[config.mk]
export PLATFORM = sky130hd
export DESIGN_NAME = mqtt_packet_deframer
export DESIGN_NICKNAME = d
export VERILOG_FILES = /design/src/rtl/mpd_pkg.sv /design/src/rtl/mpd_parser.sv /design/src/rtl/mqtt_packet_deframer.sv
export SDC_FILE = /design/constraint.sdc
export NUM_CORES = 1
export LEC_CHECK = 0
export BUFFER_PORTS_ARGS = -buffer_cell sky130_fd_sc_hd__buf_4
export CORE_MARGIN = 5
export CORE_UTILIZATION = 55
export CTS_CLUSTER_DIAMETER = 100
export DETAILED_ROUTE_END_ITERATION = 6
export PLACE_DENSITY = 0.75
export SLEW_MARGIN = 20
export SYNTH_ARGS = -nofsm -noshare
export SYNTH_HDL_FRONTEND = slang
export SYNTH_HIERARCHICAL = 1
export SYNTH_SLANG_ARGS = --single-unit
[constraint.sdc]
create_clock -name i_clk -period 3.6 [get_ports i_clk]
set_input_delay 0.9 -clock i_clk [delete_from_list [all_inputs] [get_ports i_clk]]
set_output_delay 0.9 -clock i_clk [all_outputs]
set_load 0.01 [all_outputs]
[src/rtl/mpd_pkg.sv]
// Shared types for the MQTT packet deframer: byte roles and the per-byte result.
package mpd_pkg;

    typedef enum logic [2:0] {
        ROLE_CONTROL   = 3'd0,
        ROLE_LENGTH    = 3'd1,
        ROLE_TOPIC_LEN = 3'd2,
        ROLE_TOPIC     = 3'd3,
        ROLE_PAYLOAD   = 3'd4,
        ROLE_SKIPPED   = 3'd5
    } t_role;

    localparam logic [3:0] TYPE_CONNACK = 4'd2;
    localparam logic [3:0] TYPE_PUBLISH = 4'd3;

    typedef struct packed {
        logic [7:0] byte_out;
        t_role      role;
        logic [3:0] msg_type;
        logic       packet_end;
        logic       connected;
        logic       malformed;
    } t_result;

endpackage

[src/rtl/mpd_parser.sv]
// Per-byte MQTT fixed-header and PUBLISH body parser: state registers and next-state logic.
module mpd_parser (
    input  logic              i_clk,
    input  logic              i_rst_n,
    input  logic              i_step,
    input  logic [7:0]        i_data_byte,
    input  logic              i_link_up,
    output mpd_pkg::t_result  o_result
);
    import mpd_pkg::*;

    typedef enum logic [2:0] {
        PH_CTRL    = 3'd0,
        PH_LEN     = 3'd1,
        PH_TLEN_HI = 3'd2,
        PH_TLEN_LO = 3'd3,
        PH_TOPIC   = 3'd4,
        PH_PAYLOAD = 3'd5,
        PH_SKIP    = 3'd6
    } t_phase;

    t_phase      r_phase,        n_phase;
    logic [3:0]  r_kind,         n_kind;
    logic [27:0] r_length_accum, n_length_accum;
    logic [2:0]  r_length_count, n_length_count;
    logic [27:0] r_body_left,    n_body_left;
    logic [15:0] r_topic_left,   n_topic_left;
    logic [7:0]  r_topic_high,   n_topic_high;
    logic [1:0]  r_body_index,   n_body_index;
    logic        r_session_up,   n_session_up;

    logic [27:0] body_dec;
    logic [27:0] len_part;
    logic [15:0] topic_val;
    t_role       role;
    logic        pkt_end;
    logic        bad;

    assign body_dec  = (r_body_left != '0) ? r_body_left - 28'd1 : r_body_left;
    assign topic_val = {r_topic_high, i_data_byte};

    always_comb begin
        case (r_length_count[1:0])
            2'd0:    len_part = {21'd0, i_data_byte[6:0]};
            2'd1:    len_part = {14'd0, i_data_byte[6:0], 7'd0};
            2'd2:    len_part = {7'd0, i_data_byte[6:0], 14'd0};
            default: len_part = {i_data_byte[6:0], 21'd0};
        endcase
    end

    always_comb begin
        n_phase        = r_phase;
        n_kind         = r_kind;
        n_length_accum = r_length_accum;
        n_length_count = r_length_count;
        n_body_left    = r_body_left;
        n_topic_left   = r_topic_left;
        n_topic_high   = r_topic_high;
        n_body_index   = r_body_index;
        n_session_up   = i_link_up ? r_session_up : 1'b0;
        role           = ROLE_CONTROL;
        pkt_end        = 1'b0;
        bad            = 1'b0;

        unique case (r_phase)
            PH_LEN: begin
                role           = ROLE_LENGTH;
                n_length_accum = r_length_accum | len_part;
                n_length_count = r_length_count + 3'd1;
                if (!i_data_byte[7] || n_length_count >= 3'd4) begin
                    n_body_left  = n_length_accum;
                    n_body_index = '0;
                    if (n_length_accum == '0) begin
                        pkt_end = 1'b1;
                        n_phase = PH_CTRL;
                    end else if (r_kind == TYPE_PUBLISH) begin
                        n_phase = PH_TLEN_HI;
                    end else begin
                        n_phase = PH_SKIP;
                    end
                end
            end
            PH_TLEN_HI: begin
                role         = ROLE_TOPIC_LEN;
                n_topic_high = i_data_byte;
                n_body_left  = body_dec;
                if (body_dec == '0) begin
                    bad     = 1'b1;
                    pkt_end = 1'b1;
                    n_phase = PH_CTRL;
                end else begin
                    n_phase = PH_TLEN_LO;
                end
            end
            PH_TLEN_LO: begin
                role         = ROLE_TOPIC_LEN;
                n_topic_left = topic_val;
                n_body_left  = body_dec;
                if ({12'd0, topic_val} > body_dec) begin
                    bad = 1'b1;
                    if (body_dec == '0) begin
                        pkt_end = 1'b1;
                        n_phase = PH_CTRL;
                    end else begin
                        n_phase = PH_SKIP;
                    end
                end else if (topic_val != '0) begin
                    n_phase = PH_TOPIC;
                end else if (body_dec != '0) begin
                    n_phase = PH_PAYLOAD;
                end else begin
                    pkt_end = 1'b1;
                    n_phase = PH_CTRL;
                end
            end
            PH_TOPIC: begin
                role = ROLE_TOPIC;
                if (r_topic_left != '0) begin
                    n_topic_left = r_topic_left - 16'd1;
                end
                n_body_left = body_dec;
                if (body_dec == '0) begin
                    pkt_end = 1'b1;
                    n_phase = PH_CTRL;
                end else if (n_topic_left == '0) begin
                    n_phase = PH_PAYLOAD;
                end
            end
            PH_PAYLOAD: begin
                role        = ROLE_PAYLOAD;
                n_body_left = body_dec;
                if (body_dec == '0) begin
                    pkt_end = 1'b1;
                    n_phase = PH_CTRL;
                end
            end
            PH_SKIP: begin
                role = ROLE_SKIPPED;
                // CONNACK return code is the second body byte
                if (r_kind == TYPE_CONNACK && r_body_index == 2'd1
                        && i_data_byte == 8'h00 && i_link_up) begin
                    n_session_up = 1'b1;
                end
                if (r_body_index != 2'd3) begin
                    n_body_index = r_body_index + 2'd1;
                end
                n_body_left = body_dec;
                if (body_dec == '0) begin
                    pkt_end = 1'b1;
                    n_phase = PH_CTRL;
                end
            end
            default: begin
                role           = ROLE_CONTROL;
                n_kind         = i_data_byte[7:4];
                n_length_accum = '0;
                n_length_count = '0;
                n_phase        = PH_LEN;
            end
        endcase
    end

    always_ff @(posedge i_clk) begin
        if (!i_rst_n) begin
            r_phase        <= PH_CTRL;
            r_kind         <= '0;
            r_length_accum <= '0;
            r_length_count <= '0;
            r_body_left    <= '0;
            r_topic_left   <= '0;
            r_topic_high   <= '0;
            r_body_index   <= '0;
            r_session_up   <= 1'b0;
        end else if (i_step) begin
            r_phase        <= n_phase;
            r_kind         <= n_kind;
            r_length_accum <= n_length_accum;
            r_length_count <= n_length_count;
            r_body_left    <= n_body_left;
            r_topic_left   <= n_topic_left;
            r_topic_high   <= n_topic_high;
            r_body_index   <= n_body_index;
            r_session_up   <= n_session_up;
        end
    end

    assign o_result.byte_out   = i_data_byte;
    assign o_result.role       = role;
    assign o_result.msg_type   = n_kind;
    assign o_result.packet_end = pkt_end;
    assign o_result.connected  = n_session_up;
    assign o_result.malformed  = bad;

endmodule

[src/rtl/mqtt_packet_deframer.sv]
// MQTT receive deframer top level: input register, parser and result register.
// A byte taken into the input register passes through the parser into the result register; an output stall holds it.
// Throughput: one byte per cycle while the output accepts results; set by the single parser update step.
// Reset (synchronous, active low) empties both registers, closes the session
// and returns the parser to expect a control byte.
module mqtt_packet_deframer (
    input  logic       i_clk,
    input  logic       i_rst_n,
    input  logic       i_valid,
    output logic       o_ready,
    input  logic [7:0] i_data_byte,
    input  logic       i_link_up,
    output logic       o_valid,
    input  logic       i_ready,
    output logic [7:0] o_byte_out,
    output logic [2:0] o_role,
    output logic [3:0] o_msg_type,
    output logic       o_packet_end,
    output logic       o_connected,
    output logic       o_malformed
);
    import mpd_pkg::*;

    logic       r_in_valid;
    logic [7:0] r_in_byte;
    logic       r_in_link;
    logic       r_out_valid;
    t_result    r_out;
    t_result    step_result;
    logic       out_free;
    logic       step;

    assign out_free = !r_out_valid || i_ready;
    assign step     = r_in_valid && out_free;
    assign o_ready  = !r_in_valid || out_free;

    mpd_parser u_parser (
        .i_clk       (i_clk),
        .i_rst_n     (i_rst_n),
        .i_step      (step),
        .i_data_byte (r_in_byte),
        .i_link_up   (r_in_link),
        .o_result    (step_result)
    );

    always_ff @(posedge i_clk) begin
        if (!i_rst_n) begin
            r_in_valid  <= 1'b0;
            r_out_valid <= 1'b0;
        end else begin
            if (o_ready) begin
                r_in_valid <= i_valid;
            end
            if (out_free) begin
                r_out_valid <= step;
            end
        end
    end

    always_ff @(posedge i_clk) begin
        if (o_ready && i_valid) begin
            r_in_byte <= i_data_byte;
            r_in_link <= i_link_up;
        end
        if (step) begin
            r_out <= step_result;
        end
    end

    assign o_valid      = r_out_valid;
    assign o_byte_out   = r_out.byte_out;
    assign o_role       = r_out.role;
    assign o_msg_type   = r_out.msg_type;
    assign o_packet_end = r_out.packet_end;
    assign o_connected  = r_out.connected;
    assign o_malformed  = r_out.malformed;

endmodule
==> results.md <==
* Worst rel slew slack at 0.317
* P&R area growth vs syn at 24.3%
* Setup TNS at -0.0369 ns
* Routed len/inst at 19.6 µm
* Required @ worst endpoint at 3.77 ns
* Share of Yosys cell area claimed by the top area cell type at 0.252
* Leading area contributor after synthesis: dfxtp_1
* Outcome: finished, violations left
* Failing checks: negative setup slack
* Most numerous cell in the Yosys netlist: dfxtp_1
* Post-synth net total at 937
* Vias per inst at 6.33
* Fmax at 0.275 GHz
* Setup WS post-layout at -0.0369 ns
* Ratio of cells with drive above 1 in the final layout at 0.250
* Drt drc at 0
* Cells after Synth at 897
* Total die area at 16,100 µm²
* Initial Util at 0.565
* GRT overflow at 0
* Register area share after synthesis at 0.360
* Clock skew at 0.00948 ns
* Max clock buf depth at 2
* Power per cell area at 511 nW/µm²
* I/O pin total at 33
* # fillers at 1,018
* Register bit total from synthesis at 122
* Setup violations, final at 1
* Synthesized area per cell at 8.40 µm²
* I/O Buffers at 32
* Hold slack at 0.507 ns
* DP HPWL at 15,500 µm
* Crit Path Class: reg -> reg
* Die Span X at 127 µm
* Post-synthesis async set-or-reset flop share at 0
* Worst skew pair latency at 0.43 ns
* Part of the cycle the worst path needs at 1.01
* Synth warnings at 6
* Critical Path AT at 3.81 ns
* Synthesized cell area at 7540 µm²
* Routed vias at 7,397
* Max IR drop VDD at 0.443 mV
* Antenna violations before repair at 0
* Core area at 13,300 µm²
* EDFF count, synth at 27
* Startpoint type of the worst setup path: flop
* Die height at 127 µm
* Cts hold-fix bufs at 0
* First-pass DRT Iterations at 6
* DRT iter0 DRCs at 826
* Maximum net fanout on the critical path at 5
* Flip-flop and latch area at 2720 µm²
* Endpoints failing hold at 0
* Leak at 3.77 nW
* CTS Buf Count at 17
* CP Capture Type: flop
* Vias in the first global route at 7,011
* Routability Congestion at 0.989
* Clock Sinks at 122
* R2r setup slk at -0.04 ns
* Rows at 42
* Most frequent cells after synthesis: dfxtp_1, a21oi_1, nor2_1
* RSZ-0062 raised after global routing: yes
* Worst-Margin Slew at 1.02 ns
* Top FF cell, synth: dfxtp_1
* Slew Limit Fails at 0
* Worst min path class: reg -> reg
* Routed wire length at 22,900 µm
* Diode count at 0
* Clock root buffer master: clkbuf_16
* Number of library cell types mapped by synthesis at 80
* Min-Delay Path Depth at 2
* Area of the multi-input gates at 4740 µm²
* Reg2Reg Depth at 14
* CTS tree: done
* Max-Cap Viols at 0
* First-pass GRT wire length at 36,700 µm
* Layout Nets at 1,019
* CTS H-tree depth at 4
* Tot GR Track Use at 0.283
* Place WS at -0.0146 ns
* Largest net degree at the start of global routing at 97
* Clk slew on worst S/H paths at 0.06 ns
* Antenna-violating nets left at 0
* Synth top area cells: dfxtp_1, edfxtp_1, a21oi_1
* Fin crit period at 3.64 ns
-- stage by stage --
stage	instance area, µm²	instances	util	power [W]
5_1_grt	9370	1168	0.702	0.00498
2_1_floorplan	7550	897	-	0.00231
4_1_cts	9080	1162	0.680	0.00459
3_5_place_dp	8320	1122	0.623	0.00275
3_3_place_gp	8320	1122	0.623	0.00274
6_report	9370	1168	0.702	0.00479
-- repair_timing --
item,4_1_cts,5_1_grt
setup buffers,8,8
setup endpoints to repair,3,5
cloned,0,0
pin swaps,17,38
resized for setup,22,50
-- routing by layer --
metal,vias up,track usage,part of all wire
met3,65,0.0676,0.086
met4,0,0.115,0.032
met1,3507,0.377,0.43
met2,367,0.445,0.46
met5,-,0,0
li1,3458,-,-
-- worst max-delay path, stage by stage (launching register included) --
cell	delay, ns
dfxtp_1	0.39
or3_1	0.46
nor3_1	0.33
nand3_1	0.26
a21oi_1	0.30
ha_1	0.31
a21oi_1	0.24
a211o_1	0.20
o2111ai_4	0.11
nand4_1	0.16
nor4_4	0.05
buf_4	0.15
buf_4	0.13
mux2i_2	0.18
nor2_1	0.09
-- final timing paths --
| check | end | from |
|---|---|---|
| max | o_malformed$_DFFE_PP_ | u_parser/r_body_left[4]$_SDFFE_PN0P_ |
| min | u_parser/r_topic_left[15]$_SDFFE_PN0P_ | u_parser/r_topic_left[15]$_SDFFE_PN0P_ |
| max reg2reg | o_malformed$_DFFE_PP_ | u_parser/r_body_left[4]$_SDFFE_PN0P_ |
| min reg2reg | u_parser/r_topic_left[15]$_SDFFE_PN0P_ | u_parser/r_topic_left[15]$_SDFFE_PN0P_ |
-- placed cells by master (no fill, tap or decap), types with 18 or more instances in the layout --
cell type,count
a21oi_1,83
nor2b_1,61
nor4_1,18
buf_4,119
nand2_1,48
nor2_1,81
o21ai_0,37
ha_1,24
nand3_1,20
dfxtp_1,90
inv_1,20
nor3_1,28
edfxtp_1,27
-- state kept, by name (all words and copies together) (netlist names), 2 cells and up --
name and flops:
r_in_byte 8, u_parser/r_topic_left 16, u_parser/r_length_count 3, o_role 3, o_byte_out 8, u_parser/r_topic_high 8, u_parser/r_kind 4, u_parser/r_length_accum 28
u_parser/r_phase 3, u_parser/r_body_left 28, u_parser/r_body_index 2, o_msg_type 4
-- power breakdown --
group          internal [W]  switching (W)  total (W)
registers           0.00144      0.0000443    0.00148
logic              0.000677       0.000875    0.00155
clock network       0.00105       0.000705    0.00175
total               0.00316        0.00162    0.00479
-- area by class of cell --
cell class,count,area share
Multi-Input combinational cell,687,0.505
Sequential cell,122,0.290
Timing Repair Buffer,129,0.107
Clock buffer,17,0.0454
Tap cell,176,0.0235
Clock inverter,15,0.0192
Inverter,22,0.00881
-- cell families (layout without fill, tap and decap cells) --
| logic type | after synthesis | in the layout | synth area share |
|---|---|---|---|
| AOI/OAI and AO/OA | 253 | 253 | 0.217 |
| DFF | 122 | 122 | 0.360 |
| xor gates and xnor gates | 16 | 16 | 0.0186 |
| buffers and inverters | 88 | 183 | 0.0531 |
| and+or+nand+nor | 367 | 367 | 0.273 |
| muxes | 24 | 24 | 0.0329 |
| adders and majority gates | 27 | 27 | 0.0448 |
(Power assumes the default switching activity.)
